[config.mk]
export PLATFORM = sky130hd
export DESIGN_NAME = fat_cluster_chain_allocator
export DESIGN_NICKNAME = d
export VERILOG_FILES = /design/src/hdl/fcca_pkg.sv /design/src/hdl/fat_cluster_chain_allocator.sv /design/src/hdl/fcca_ram.sv /design/src/hdl/fcca_dir.sv /design/src/hdl/fcca_engine.sv
export SDC_FILE = /design/constraint.sdc
export NUM_CORES = 2
export LEC_CHECK = 0
export ABC_AREA = 1
export BUFFER_PORTS_ARGS = -buffer_cell sky130_fd_sc_hd__buf_2
export CORE_AREA = 2 2 607 609
export DETAILED_ROUTE_END_ITERATION = 8
export DIE_AREA = 0 0 609 611
export PLACE_DENSITY_LB_ADDON = 0.3
export SLEW_MARGIN = 20
export SYNTH_ARGS = -nofsm -noshare
export SYNTH_HDL_FRONTEND = slang
export SYNTH_MEMORY_MAX_BITS = 65536
export SYNTH_SLANG_ARGS = --single-unit
export TNS_END_PERCENT = 1
[constraint.sdc]
create_clock -name clk -period 18.2 [get_ports clk]
set_input_delay 0 -clock clk [delete_from_list [all_inputs] [get_ports clk]]
set_output_delay 0 -clock clk [all_outputs]
set_load 0.02 [all_outputs]
[src/hdl/fcca_pkg.sv]
// ============================================================================
// fcca_pkg
// Shared types and constants for the cluster chain allocator.
// ============================================================================
package fcca_pkg;

    // Default sizes, handed down from the top level parameters.
    localparam int DEF_CLUSTERS      = 256;
    localparam int DEF_DIR_ENTRIES   = 4;
    localparam int DEF_CLUSTER_BYTES = 4;

    // Field widths of the stream beats.
    localparam int KIND_W   = 2;
    localparam int NAME_W   = 64;
    localparam int BYTES_W  = 10;
    localparam int IDX_W    = 8;
    localparam int STATUS_W = 3;
    localparam int FIRST_W  = 8;
    localparam int ENTRY_W  = 16;

    // Table entry markers.
    localparam logic [ENTRY_W-1:0] END_MARK   = 16'hFFFF;
    localparam logic [ENTRY_W-1:0] LAST_LIMIT = 16'hFFF8;
    localparam logic [ENTRY_W-1:0] FREE_MARK  = 16'h0000;

    // Byte accumulators: large enough for a size plus two cluster sizes.
    localparam int ACC_W = 15;
    // Once the free byte count reaches this value any size fits.
    localparam logic [ACC_W-1:0] ACC_SAT = ACC_W'(1 << BYTES_W);

    typedef enum logic [KIND_W-1:0] {
        KIND_CREATE = 2'd0,
        KIND_DELETE = 2'd1,
        KIND_FIND   = 2'd2,
        KIND_FOLLOW = 2'd3
    } fcca_kind_t;

    typedef enum logic [STATUS_W-1:0] {
        STAT_OK       = 3'd0,
        STAT_EXISTS   = 3'd1,
        STAT_FULL     = 3'd2,
        STAT_NOSPACE  = 3'd3,
        STAT_NOTFOUND = 3'd4,
        STAT_ZERO     = 3'd5
    } fcca_status_t;

    typedef enum logic [3:0] {
        CLEARING,
        IDLE,
        LOOKUP,
        COUNT,
        LINK,
        LINK_END,
        WALK_RD,
        WALK_WR,
        FOLLOW,
        FOLLOW_DATA,
        RESPOND
    } fcca_state_t;

    // Commands from the engine to the directory.
    typedef struct packed {
        logic scan;   // start a name lookup over all slots
        logic write;  // store name and start in the free slot found by the scan
        logic clear;  // drop the slot matched by the scan
    } dir_cmd_t;

    // Directory lookup outcome, valid while done is high and held afterwards.
    typedef struct packed {
        logic done;
        logic hit;
        logic free_ok;
    } dir_stat_t;

endpackage

[src/hdl/fat_cluster_chain_allocator.sv]
// ============================================================================
// fat_cluster_chain_allocator
// FAT-style cluster table and small file directory behind stream ports.
// ============================================================================
// The block takes one command beat at a time and returns exactly one result
// beat for it. Create checks the name and a free directory slot, counts the
// free table entries, then links the needed clusters in ascending order and
// closes the chain with 0xFFFF. Delete looks up the name, drops the slot and
// walks the chain, zeroing each entry. Find returns a file's first cluster and
// follow returns one raw table entry. The cluster table lives in one RAM with
// a single read and a single write port, and every table command is paced by
// that read port: one table entry per cycle while counting and linking, and
// while walking a chain each entry is read in WALK_RD and zeroed in WALK_WR.
// A name lookup reads one directory slot per cycle. After reset a clearing
// pass initializes the table; no beat is accepted until it ends. A finished
// result sits in the output register while the next beat can already be
// accepted.
// ============================================================================
module fat_cluster_chain_allocator #(
    parameter int CLUSTERS      = fcca_pkg::DEF_CLUSTERS,
    parameter int DIR_ENTRIES   = fcca_pkg::DEF_DIR_ENTRIES,
    parameter int CLUSTER_BYTES = fcca_pkg::DEF_CLUSTER_BYTES
) (
    input  logic        clk,
    input  logic        rst_n,
    input  logic        s_axis_tvalid,
    output logic        s_axis_tready,
    // file_name [63:0], byte_count [73:64], cluster_index [81:74], zero fill
    input  logic [87:0] s_axis_tdata,
    // kind [1:0]
    input  logic [1:0]  s_axis_tuser,
    output logic        m_axis_tvalid,
    input  logic        m_axis_tready,
    // status [2:0], first_cluster [10:3], table_entry [26:11], zero fill
    output logic [31:0] m_axis_tdata
);

    import fcca_pkg::*;

    logic                out_valid_reg, out_valid_next;
    logic [31:0]         out_data_reg, out_data_next;
    logic                out_free;
    logic                resp_valid;
    fcca_status_t        resp_status;
    logic [FIRST_W-1:0]  resp_first;
    logic [ENTRY_W-1:0]  resp_entry;
    fcca_kind_t          req_kind;

    assign req_kind = fcca_kind_t'(s_axis_tuser);

    fcca_engine #(
        .CLUSTERS      (CLUSTERS),
        .DIR_ENTRIES   (DIR_ENTRIES),
        .CLUSTER_BYTES (CLUSTER_BYTES)
    ) u_engine (
        .clk         (clk),
        .rst_n       (rst_n),
        .req_valid   (s_axis_tvalid),
        .req_ready   (s_axis_tready),
        .req_kind    (req_kind),
        .req_name    (s_axis_tdata[63:0]),
        .req_bytes   (s_axis_tdata[73:64]),
        .req_idx     (s_axis_tdata[81:74]),
        .resp_valid  (resp_valid),
        .out_free    (out_free),
        .resp_status (resp_status),
        .resp_first  (resp_first),
        .resp_entry  (resp_entry)
    );

    // The output register can take a new result when it is empty or its
    // current beat is being taken in this cycle.
    assign out_free = !out_valid_reg || m_axis_tready;

    always_comb
    begin
        out_valid_next = out_valid_reg;
        out_data_next  = out_data_reg;
        if (out_free)
        begin
            out_valid_next = resp_valid;
            if (resp_valid)
            begin
                out_data_next = {5'b0, resp_entry, resp_first, resp_status};
            end
        end
    end

    always_ff @(posedge clk or negedge rst_n)
    begin
        if (!rst_n)
        begin
            out_valid_reg <= 1'b0;
        end
        else
        begin
            out_valid_reg <= out_valid_next;
        end
    end

    always_ff @(posedge clk)
    begin
        out_data_reg <= out_data_next;
    end

    assign m_axis_tvalid = out_valid_reg;
    assign m_axis_tdata  = out_data_reg;

endmodule

[src/hdl/fcca_ram.sv]
// ============================================================================
// fcca_ram
// Generic simple dual-port RAM: one write port, one registered read port.
// ============================================================================
module fcca_ram #(
    parameter int WIDTH = 16,
    parameter int DEPTH = 256,
    localparam int AW = (DEPTH > 1) ? $clog2(DEPTH) : 1
) (
    input  logic             clk,
    input  logic             wr_en,
    input  logic [AW-1:0]    wr_addr,
    input  logic [WIDTH-1:0] wr_data,
    input  logic [AW-1:0]    rd_addr,
    output logic [WIDTH-1:0] rd_data
);

    logic [WIDTH-1:0] mem [DEPTH];

    always_ff @(posedge clk)
    begin
        if (wr_en)
        begin
            mem[wr_addr] <= wr_data;
        end
        rd_data <= mem[rd_addr];
    end

endmodule

[src/hdl/fcca_dir.sv]
// ============================================================================
// fcca_dir
// File directory: name and start cluster in RAM, valid bits in flops, and a
// slot-by-slot lookup that finds the matching slot and the lowest free slot.
// ============================================================================
module fcca_dir #(
    parameter int DIR_ENTRIES = fcca_pkg::DEF_DIR_ENTRIES
) (
    input  logic                         clk,
    input  logic                         rst_n,
    input  fcca_pkg::dir_cmd_t           cmd,
    input  logic [fcca_pkg::NAME_W-1:0]  name,
    input  logic [fcca_pkg::FIRST_W-1:0] wr_start,
    output fcca_pkg::dir_stat_t          stat,
    output logic [fcca_pkg::FIRST_W-1:0] hit_start
);

    import fcca_pkg::*;

    localparam int SW = (DIR_ENTRIES > 1) ? $clog2(DIR_ENTRIES) : 1;
    localparam int DW = FIRST_W + NAME_W;
    localparam logic [SW-1:0] LAST_SLOT = SW'(DIR_ENTRIES - 1);

    logic [DIR_ENTRIES-1:0] valid_reg, valid_next;
    logic [SW-1:0]          scan_idx_reg, scan_idx_next;
    logic                   scan_on_reg, scan_on_next;
    logic                   ph_valid_reg, ph_valid_next;
    logic [SW-1:0]          ph_slot_reg, ph_slot_next;
    logic                   hit_reg, hit_next;
    logic                   free_ok_reg, free_ok_next;
    logic                   done_reg, done_next;
    logic [SW-1:0]          hit_slot_reg, hit_slot_next;
    logic [SW-1:0]          free_slot_reg, free_slot_next;
    logic [FIRST_W-1:0]     hit_start_reg, hit_start_next;
    logic [DW-1:0]          rd_data;
    logic                   slot_match;

    fcca_ram #(
        .WIDTH (DW),
        .DEPTH (DIR_ENTRIES)
    ) u_ram (
        .clk     (clk),
        .wr_en   (cmd.write),
        .wr_addr (free_slot_reg),
        .wr_data ({wr_start, name}),
        .rd_addr (scan_idx_reg),
        .rd_data (rd_data)
    );

    // Empty slots never match, whatever their RAM contents.
    assign slot_match = valid_reg[ph_slot_reg] && (rd_data[NAME_W-1:0] == name);

    always_comb
    begin
        valid_next     = valid_reg;
        scan_idx_next  = scan_idx_reg;
        scan_on_next   = scan_on_reg;
        ph_valid_next  = 1'b0;
        ph_slot_next   = scan_idx_reg;
        hit_next       = hit_reg;
        free_ok_next   = free_ok_reg;
        hit_slot_next  = hit_slot_reg;
        free_slot_next = free_slot_reg;
        hit_start_next = hit_start_reg;
        done_next      = ph_valid_reg && (ph_slot_reg == LAST_SLOT);

        if (cmd.scan)
        begin
            scan_idx_next = '0;
            scan_on_next  = 1'b1;
            hit_next      = 1'b0;
            free_ok_next  = 1'b0;
        end
        else if (scan_on_reg)
        begin
            ph_valid_next = 1'b1;
            if (scan_idx_reg == LAST_SLOT)
            begin
                scan_on_next = 1'b0;
            end
            else
            begin
                scan_idx_next = scan_idx_reg + 1'b1;
            end
        end

        if (ph_valid_reg)
        begin
            if (slot_match && !hit_reg)
            begin
                hit_next       = 1'b1;
                hit_slot_next  = ph_slot_reg;
                hit_start_next = rd_data[DW-1:NAME_W];
            end
            if (!valid_reg[ph_slot_reg] && !free_ok_reg)
            begin
                free_ok_next   = 1'b1;
                free_slot_next = ph_slot_reg;
            end
        end

        if (cmd.write)
        begin
            valid_next[free_slot_reg] = 1'b1;
        end
        if (cmd.clear)
        begin
            valid_next[hit_slot_reg] = 1'b0;
        end
    end

    always_ff @(posedge clk or negedge rst_n)
    begin
        if (!rst_n)
        begin
            valid_reg    <= '0;
            scan_on_reg  <= 1'b0;
            ph_valid_reg <= 1'b0;
            done_reg     <= 1'b0;
            hit_reg      <= 1'b0;
            free_ok_reg  <= 1'b0;
        end
        else
        begin
            valid_reg    <= valid_next;
            scan_on_reg  <= scan_on_next;
            ph_valid_reg <= ph_valid_next;
            done_reg     <= done_next;
            hit_reg      <= hit_next;
            free_ok_reg  <= free_ok_next;
        end
    end

    always_ff @(posedge clk)
    begin
        scan_idx_reg  <= scan_idx_next;
        ph_slot_reg   <= ph_slot_next;
        hit_slot_reg  <= hit_slot_next;
        free_slot_reg <= free_slot_next;
        hit_start_reg <= hit_start_next;
    end

    assign stat.done    = done_reg;
    assign stat.hit     = hit_reg;
    assign stat.free_ok = free_ok_reg;
    assign hit_start    = hit_start_reg;

    // A slot is only written when the lookup found it free.
    assert property (@(posedge clk) disable iff (!rst_n)
        cmd.write |-> free_ok_reg && !valid_reg[free_slot_reg])
        else $error("directory write to a slot that is not free");

    // A slot is only dropped when the lookup matched it.
    assert property (@(posedge clk) disable iff (!rst_n)
        cmd.clear |-> hit_reg && valid_reg[hit_slot_reg])
        else $error("directory clear without a matched slot");

    // The done pulse lasts one cycle.
    assert property (@(posedge clk) disable iff (!rst_n)
        done_reg |=> !done_reg)
        else $error("directory done held for more than one cycle");

endmodule

[src/hdl/fcca_engine.sv]
// ============================================================================
// fcca_engine
// Command sequencer around the cluster table RAM: clearing pass, free count,
// first-fit linking, chain walk on delete and single entry reads.
// ============================================================================
module fcca_engine #(
    parameter int CLUSTERS      = fcca_pkg::DEF_CLUSTERS,
    parameter int DIR_ENTRIES   = fcca_pkg::DEF_DIR_ENTRIES,
    parameter int CLUSTER_BYTES = fcca_pkg::DEF_CLUSTER_BYTES
) (
    input  logic                          clk,
    input  logic                          rst_n,
    input  logic                          req_valid,
    output logic                          req_ready,
    input  fcca_pkg::fcca_kind_t          req_kind,
    input  logic [fcca_pkg::NAME_W-1:0]   req_name,
    input  logic [fcca_pkg::BYTES_W-1:0]  req_bytes,
    input  logic [fcca_pkg::IDX_W-1:0]    req_idx,
    output logic                          resp_valid,
    input  logic                          out_free,
    output fcca_pkg::fcca_status_t        resp_status,
    output logic [fcca_pkg::FIRST_W-1:0]  resp_first,
    output logic [fcca_pkg::ENTRY_W-1:0]  resp_entry
);

    import fcca_pkg::*;

    localparam int CW     = $clog2(CLUSTERS);
    localparam int STEP_W = $clog2(CLUSTERS + 1);
    localparam logic [CW-1:0]      LAST_IDX  = CW'(CLUSTERS - 1);
    localparam logic [ENTRY_W-1:0] CL_LIMIT  = ENTRY_W'(CLUSTERS);
    localparam logic [STEP_W-1:0]  STEP_MAX  = STEP_W'(CLUSTERS);
    localparam logic [ACC_W-1:0]   CB_ACC    = ACC_W'(CLUSTER_BYTES);

    fcca_state_t        state_reg, state_next;
    fcca_kind_t         kind_reg, kind_next;
    logic [NAME_W-1:0]  name_reg, name_next;
    logic [BYTES_W-1:0] bytes_reg, bytes_next;
    logic [IDX_W-1:0]   idx_reg, idx_next;
    fcca_status_t       status_reg, status_next;
    logic [FIRST_W-1:0] first_reg, first_next;
    logic [ENTRY_W-1:0] entry_reg, entry_next;
    logic [CW-1:0]      clr_idx_reg, clr_idx_next;
    logic [CW-1:0]      scan_idx_reg, scan_idx_next;
    logic               iss_reg, iss_next;
    logic               ph_valid_reg, ph_valid_next;
    logic [CW-1:0]      ph_idx_reg, ph_idx_next;
    logic [ACC_W-1:0]   acc_reg, acc_next;
    logic [CW-1:0]      prev_reg, prev_next;
    logic [ENTRY_W-1:0] cur_reg, cur_next;
    logic [STEP_W-1:0]  steps_reg, steps_next;

    logic               tbl_wr_en;
    logic [CW-1:0]      tbl_wr_addr;
    logic [ENTRY_W-1:0] tbl_wr_data;
    logic [CW-1:0]      tbl_rd_addr;
    logic [ENTRY_W-1:0] tbl_rd_data;
    dir_cmd_t           dir_cmd;
    dir_stat_t          dir_stat;
    logic [FIRST_W-1:0] dir_hit_start;

    logic               ph_free;
    logic [ACC_W-1:0]   free_sum;
    logic [ACC_W-1:0]   taken_sum;
    logic [ACC_W-1:0]   bytes_acc;

    fcca_ram #(
        .WIDTH (ENTRY_W),
        .DEPTH (CLUSTERS)
    ) u_table (
        .clk     (clk),
        .wr_en   (tbl_wr_en),
        .wr_addr (tbl_wr_addr),
        .wr_data (tbl_wr_data),
        .rd_addr (tbl_rd_addr),
        .rd_data (tbl_rd_data)
    );

    fcca_dir #(
        .DIR_ENTRIES (DIR_ENTRIES)
    ) u_dir (
        .clk       (clk),
        .rst_n     (rst_n),
        .cmd       (dir_cmd),
        .name      (name_reg),
        .wr_start  (first_reg),
        .stat      (dir_stat),
        .hit_start (dir_hit_start)
    );

    assign ph_free   = ph_valid_reg && (tbl_rd_data == FREE_MARK);
    assign bytes_acc = ACC_W'(bytes_reg);
    // Free bytes seen so far, saturating once any size would fit.
    assign free_sum  = (ph_free && (acc_reg < ACC_SAT)) ? (acc_reg + CB_ACC) : acc_reg;
    // Bytes covered once the cluster in the compare stage is taken.
    assign taken_sum = acc_reg + CB_ACC;

    always_comb
    begin
        state_next    = state_reg;
        kind_next     = kind_reg;
        name_next     = name_reg;
        bytes_next    = bytes_reg;
        idx_next      = idx_reg;
        status_next   = status_reg;
        first_next    = first_reg;
        entry_next    = entry_reg;
        clr_idx_next  = clr_idx_reg;
        scan_idx_next = scan_idx_reg;
        iss_next      = iss_reg;
        ph_valid_next = 1'b0;
        ph_idx_next   = scan_idx_reg;
        acc_next      = acc_reg;
        prev_next     = prev_reg;
        cur_next      = cur_reg;
        steps_next    = steps_reg;

        tbl_wr_en     = 1'b0;
        tbl_wr_addr   = prev_reg;
        tbl_wr_data   = FREE_MARK;
        tbl_rd_addr   = scan_idx_reg;
        dir_cmd       = '0;
        req_ready     = 1'b0;
        resp_valid    = 1'b0;

        unique case (state_reg)
            CLEARING:
            begin
                tbl_wr_en   = 1'b1;
                tbl_wr_addr = clr_idx_reg;
                if (clr_idx_reg == LAST_IDX)
                begin
                    tbl_wr_data = END_MARK;
                    state_next  = IDLE;
                end
                else
                begin
                    clr_idx_next = clr_idx_reg + 1'b1;
                end
            end

            IDLE:
            begin
                req_ready = 1'b1;
                if (req_valid)
                begin
                    kind_next   = req_kind;
                    name_next   = req_name;
                    bytes_next  = req_bytes;
                    idx_next    = req_idx;
                    status_next = STAT_OK;
                    first_next  = '0;
                    entry_next  = '0;
                    if (req_kind == KIND_FOLLOW)
                    begin
                        state_next = FOLLOW;
                    end
                    else
                    begin
                        dir_cmd.scan = 1'b1;
                        state_next   = LOOKUP;
                    end
                end
            end

            LOOKUP:
            begin
                if (dir_stat.done)
                begin
                    state_next = RESPOND;
                    case (kind_reg)
                        KIND_CREATE:
                        begin
                            if (dir_stat.hit)
                            begin
                                status_next = STAT_EXISTS;
                            end
                            else if (!dir_stat.free_ok)
                            begin
                                status_next = STAT_FULL;
                            end
                            else if (bytes_acc < CB_ACC)
                            begin
                                status_next = STAT_ZERO;
                            end
                            else
                            begin
                                scan_idx_next = '0;
                                iss_next      = 1'b1;
                                acc_next      = '0;
                                state_next    = COUNT;
                            end
                        end
                        KIND_DELETE:
                        begin
                            if (!dir_stat.hit)
                            begin
                                status_next = STAT_NOTFOUND;
                            end
                            else
                            begin
                                dir_cmd.clear = 1'b1;
                                cur_next      = ENTRY_W'(dir_hit_start);
                                steps_next    = '0;
                                state_next    = WALK_RD;
                            end
                        end
                        default:
                        begin
                            if (dir_stat.hit)
                            begin
                                first_next = dir_hit_start;
                            end
                            else
                            begin
                                status_next = STAT_NOTFOUND;
                            end
                        end
                    endcase
                end
            end

            COUNT:
            begin
                ph_valid_next = iss_reg;
                if (iss_reg)
                begin
                    if (scan_idx_reg == LAST_IDX)
                    begin
                        iss_next = 1'b0;
                    end
                    else
                    begin
                        scan_idx_next = scan_idx_reg + 1'b1;
                    end
                end
                acc_next = free_sum;
                if (ph_valid_reg && (ph_idx_reg == LAST_IDX))
                begin
                    ph_valid_next = 1'b0;
                    if ((free_sum + CB_ACC) <= bytes_acc)
                    begin
                        status_next = STAT_NOSPACE;
                        state_next  = RESPOND;
                    end
                    else
                    begin
                        scan_idx_next = '0;
                        iss_next      = 1'b1;
                        acc_next      = '0;
                        state_next    = LINK;
                    end
                end
            end

            LINK:
            begin
                ph_valid_next = iss_reg;
                if (iss_reg)
                begin
                    if (scan_idx_reg == LAST_IDX)
                    begin
                        iss_next = 1'b0;
                    end
                    else
                    begin
                        scan_idx_next = scan_idx_reg + 1'b1;
                    end
                end
                if (ph_free)
                begin
                    if (acc_reg == '0)
                    begin
                        first_next = FIRST_W'(ph_idx_reg);
                    end
                    else
                    begin
                        tbl_wr_en   = 1'b1;
                        tbl_wr_data = ENTRY_W'(ph_idx_reg);
                    end
                    prev_next = ph_idx_reg;
                    acc_next  = taken_sum;
                    if ((taken_sum + CB_ACC) > bytes_acc)
                    begin
                        iss_next   = 1'b0;
                        state_next = LINK_END;
                    end
                end
            end

            LINK_END:
            begin
                tbl_wr_en     = 1'b1;
                tbl_wr_data   = END_MARK;
                dir_cmd.write = 1'b1;
                status_next   = STAT_OK;
                state_next    = RESPOND;
            end

            WALK_RD:
            begin
                tbl_rd_addr = CW'(cur_reg);
                if ((cur_reg >= LAST_LIMIT) || (cur_reg >= CL_LIMIT) || (steps_reg == STEP_MAX))
                begin
                    state_next = RESPOND;
                end
                else
                begin
                    state_next = WALK_WR;
                end
            end

            WALK_WR:
            begin
                tbl_wr_en   = 1'b1;
                tbl_wr_addr = CW'(cur_reg);
                tbl_wr_data = FREE_MARK;
                cur_next    = tbl_rd_data;
                steps_next  = steps_reg + 1'b1;
                state_next  = WALK_RD;
            end

            FOLLOW:
            begin
                tbl_rd_addr = CW'(idx_reg);
                if (ENTRY_W'(idx_reg) >= CL_LIMIT)
                begin
                    status_next = STAT_NOTFOUND;
                    state_next  = RESPOND;
                end
                else
                begin
                    state_next = FOLLOW_DATA;
                end
            end

            FOLLOW_DATA:
            begin
                entry_next = tbl_rd_data;
                state_next = RESPOND;
            end

            RESPOND:
            begin
                resp_valid = 1'b1;
                if (out_free)
                begin
                    state_next = IDLE;
                end
            end

            default:
            begin
                state_next = IDLE;
            end
        endcase
    end

    always_ff @(posedge clk or negedge rst_n)
    begin
        if (!rst_n)
        begin
            state_reg    <= CLEARING;
            clr_idx_reg  <= '0;
            iss_reg      <= 1'b0;
            ph_valid_reg <= 1'b0;
        end
        else
        begin
            state_reg    <= state_next;
            clr_idx_reg  <= clr_idx_next;
            iss_reg      <= iss_next;
            ph_valid_reg <= ph_valid_next;
        end
    end

    always_ff @(posedge clk)
    begin
        kind_reg     <= kind_next;
        name_reg     <= name_next;
        bytes_reg    <= bytes_next;
        idx_reg      <= idx_next;
        status_reg   <= status_next;
        first_reg    <= first_next;
        entry_reg    <= entry_next;
        scan_idx_reg <= scan_idx_next;
        ph_idx_reg   <= ph_idx_next;
        acc_reg      <= acc_next;
        prev_reg     <= prev_next;
        cur_reg      <= cur_next;
        steps_reg    <= steps_next;
    end

    assign resp_status = status_reg;
    assign resp_first  = first_reg;
    assign resp_entry  = entry_reg;

    // Every accepted beat leaves the idle state.
    assert property (@(posedge clk) disable iff (!rst_n)
        (req_valid && req_ready) |=> (state_reg != IDLE))
        else $error("accepted beat did not start a command");

    // Closing a chain always ends in a successful create.
    assert property (@(posedge clk) disable iff (!rst_n)
        (state_reg == LINK_END) |=> (state_reg == RESPOND) && (status_reg == STAT_OK))
        else $error("chain end without a successful create");

    // A space refusal only follows a non-zero cluster count.
    assert property (@(posedge clk) disable iff (!rst_n)
        ((state_reg == RESPOND) && (status_reg == STAT_NOSPACE)) |-> (bytes_acc >= CB_ACC))
        else $error("space refusal for a zero cluster count");

    // The delete walk is bounded by the table size.
    assert property (@(posedge clk) disable iff (!rst_n)
        (state_reg == WALK_WR) |-> (steps_reg < STEP_MAX))
        else $error("chain walk ran past the table size");

endmodule
==> flow_summary.toml <==
[flow_run]
drv_cap = 0

[timing]
skew_ps = 64.1
fmax_mhz = 156
slew_headroom_pct = 22.9
hold_viol = 0
rsz0062_at_grt = "false"
slew_viol_final = 0
tightest_slew_ps = 1150
finalSetupTns_ps = 0
setup_viol = 0
timing.final.crit_share_pct = 35.2
min_period_ps = 6400
timing.final.ws_setup_ps = 11800

[floorplan]
start_util_pct = 33.9
die_area_mm2 = 0.372
pin_count = 128
die_y_um = 611
core_mm2 = 0.365
die_x_um = 609
rows = 222

[worst_setup_path]
crit_path_end = "u_engine.u_table.rd_data[4]"
path_max_fanout = 85
r2r-end = "u_engine.u_table.rd_data[4]"
r2r-start = "u_engine.state_reg[0]"
reg2regPathDepth = 17
cp_slowest_stage_delay_ps = 870
crit_slowest_cell = "buf_4"
arrival_ps = 7220
critPathLaunch = "u_engine.state_reg[0]"
start_kind = "register"
criticalPathCategory = "register to register"
regToRegSetupSlack_ps = 11800
endpoint_kind = "register"
path_common_cell = "nand3_1"
cp_cell_sequence = "nor2_2, nand2_1, nand3_4, nand2_8, buf_4, buf_4, buf_4, nand2_1, nand2_1, nand2_1, nand3_1, nand3_1, nand3_1, nand3_1, nand3_1, nand3_1, nand2_1"
critical_path_required_ps = 19020

[cts]
cts_max_path_buffers = 4
cts.sinks = 2892
cts_resized = 0
cts-root-buf = "clkbuf_16"
ctsHoldBuffers = 174
cts_setup_buffers = 0
insertion_delay_ps = 880
cts.clk_slew.worst_paths_ps = 60
tritoncts = "done"
htreeDepth = 5
numCtsBuffers = 313

[grt]
grt_overflow = 0
grt_pass1_vias = 75900
grt_pass1_wl_um = 500000
grt_max_degree = 188
grt_use_total_pct = 17.7
antenna_found_initial = 8

[detailed_routing]
via_per_inst = 4.99
wl_per_cell_um = 21.1
drt_wl_total_um = 340000
antenna_left = 0
drtIter0Drc = 7836
first_pass_iters = 6
drcViolationCount = 0
vias = 80600

[logic_synthesis]
synthesis.instances = 11000
ys_ff_latch = 2892
synth_top_cell_area_share_pct = 67.3
synth_edf_count = 2775
yosys-top-cells-area = "edfxtp_1 67%, nand3_1 8.5%, nand2_1 6.2%"
syn_area_mm2 = 0.124
async_flop_share_pct = 0.830
avgSynthCellArea_um2 = 11.2
synth_top_cell_by_area = "edfxtp_1"
synth_cell_types = 53
ys.flop_type = "edfxtp_1"
yosysWarnings = 0
yosysSeqAreaShare_pct = 69.3

[final_layout]
largestRegisters = "u_engine.u_table.mem: 2304 flops, u_engine.u_dir.u_ram.mem: 288 flops, u_engine.u_dir.u_ram.rd_data: 72 flops"
largest_reg_flops = 2304
drive_gt1_share_pct = 6.68
fin_nets = 11200
top_register = "u_engine.u_table.mem"
areaGrowthSynthToFinish_pct = 13.3

[placed_design]
portBuffers = 116
place_congestion = 0.834
hpwl_um = 185000
post-place-ws_ps = 11890

[pwr]
p_total_w = 0.0206
power.density_mw_per_mm2 = 147
leakagePower_nw = 53.2
ir_worst_vdd_uv = 131

[run_status]
status = "complete, no violations"

[worst_hold_path]
hold_path_class = "primary input to async pin"
## report_power, final
group | switching [W] | internal (W) | leakage [nW]
clock network | 0.00260 | 0.00344 | 4.67
registers | 0.000194 | 0.00785 | 26.9
logic | 0.00489 | 0.00160 | 21.6
total | 0.00768 | 0.0129 | 53.2
## per-layer routing
| metal | GRT usage [%] | share of wire [%] | vias up |
|---|---|---|---|
| met1 | 24.5 | 44 | 39400 |
| met5 | 0 | 0 | - |
| li1 | - | - | 38000 |
| met3 | 2.52 | 6.7 | 542 |
| met2 | 28.3 | 46 | 2647 |
| met4 | 6.25 | 3.4 | 0 |
## worst min-delay path by stage
stage | from | end | slack (ps) | cells past startpoint
after CTS | rst_n | m_axis_tvalid | 80 | 4
final | rst_n | m_axis_tvalid | 130 | 4
after floorplan | rst_n | m_axis_tvalid | -300 | 0
after global routing | rst_n | m_axis_tvalid | 140 | 4
after global placement | rst_n | m_axis_tvalid | 60 | 1
after detailed placement | rst_n | m_axis_tvalid | 50 | 1
## stage by stage
stage               area (um^2)  util (%)  std cells  hold WS, ps
floorplan                124000         -      11000         -296
global placement         129000      35.3      15400         59.4
detailed placement       129000      35.3      15400         46.5
CTS                      140000      38.4      16100         77.0
global route             140000      38.4      16100          143
finish                   140000      38.4      16100          133
## critical path, delay by kind of cell (launching register included)
family	cells	cell delay, ps
AND/OR/NAND/NOR	14	3250
flip-flops	1	440
buffers and inverters	3	2400
## cell type report
class / count / area, um^2
Antenna cell: 4 / 10.0
Clock buffer: 398 / 8400
Clock inverter: 154 / 1170
Fill cell: 35000 / 225000
Inverter: 1417 / 5360
Multi-Input combinational cell: 6026 / 29900
Sequential cell: 2892 / 85800
Tap cell: 4816 / 6030
Timing Repair Buffer: 423 / 3530
## cells in the mapped netlist (all sizes together), types with 5 or more instances
master	n
or2	5
ha	25
nand3b	649
nor2	550
o211ai	127
o22ai	89
dfxtp	93
clkinv	5
o21ai	229
nor3	28
xor2	43
nand4	18
clkbuf	245
nand2	2063
buf	432
nor4	18
edfxtp	2775
nand3	2099
xnor2	12
dfrtp	24
inv	1412
a21oi	37
## placed cells by master, fill, tap and decap left out, types with 10 or more instances in the layout
master / instances
dfxtp_1: 91
o211ai_1: 127
a21oi_1: 30
clkinv_1: 70
nand3b_1: 649
clkbuf_1: 69
dfrtp_1: 24
nand3_1: 2095
nand2_2: 19
ha_1: 25
inv_6: 10
buf_4: 117
edfxtp_1: 2775
clkinv_2: 49
clkbuf_16: 321
bufinv_16: 12
nand2_1: 2042
o22ai_1: 89
buf_12: 17
dlygate4sd3_1: 173
nor4_1: 18
nor2_1: 536
buf_2: 116
xor2_1: 42
nand4_1: 18
xnor2_1: 12
nor3_1: 22
o21ai_0: 206
inv_1: 1402
## cell families (layout without fill, tap and decap cells)
family	count (synthesis)	count (layout)	share of synthesized area (%)
AND/OR/NAND/NOR	5435	5435	20.8
flip-flops	2892	2892	69.3
buffers and inverters	2094	2392	6.75
AO/OA/AOI/OAI	506	506	2.49
XOR/XNOR	55	55	0.395
adder cells (fa/ha/maj)	25	25	0.253
other	1	9	0.00303
(Power assumes the default switching activity.)
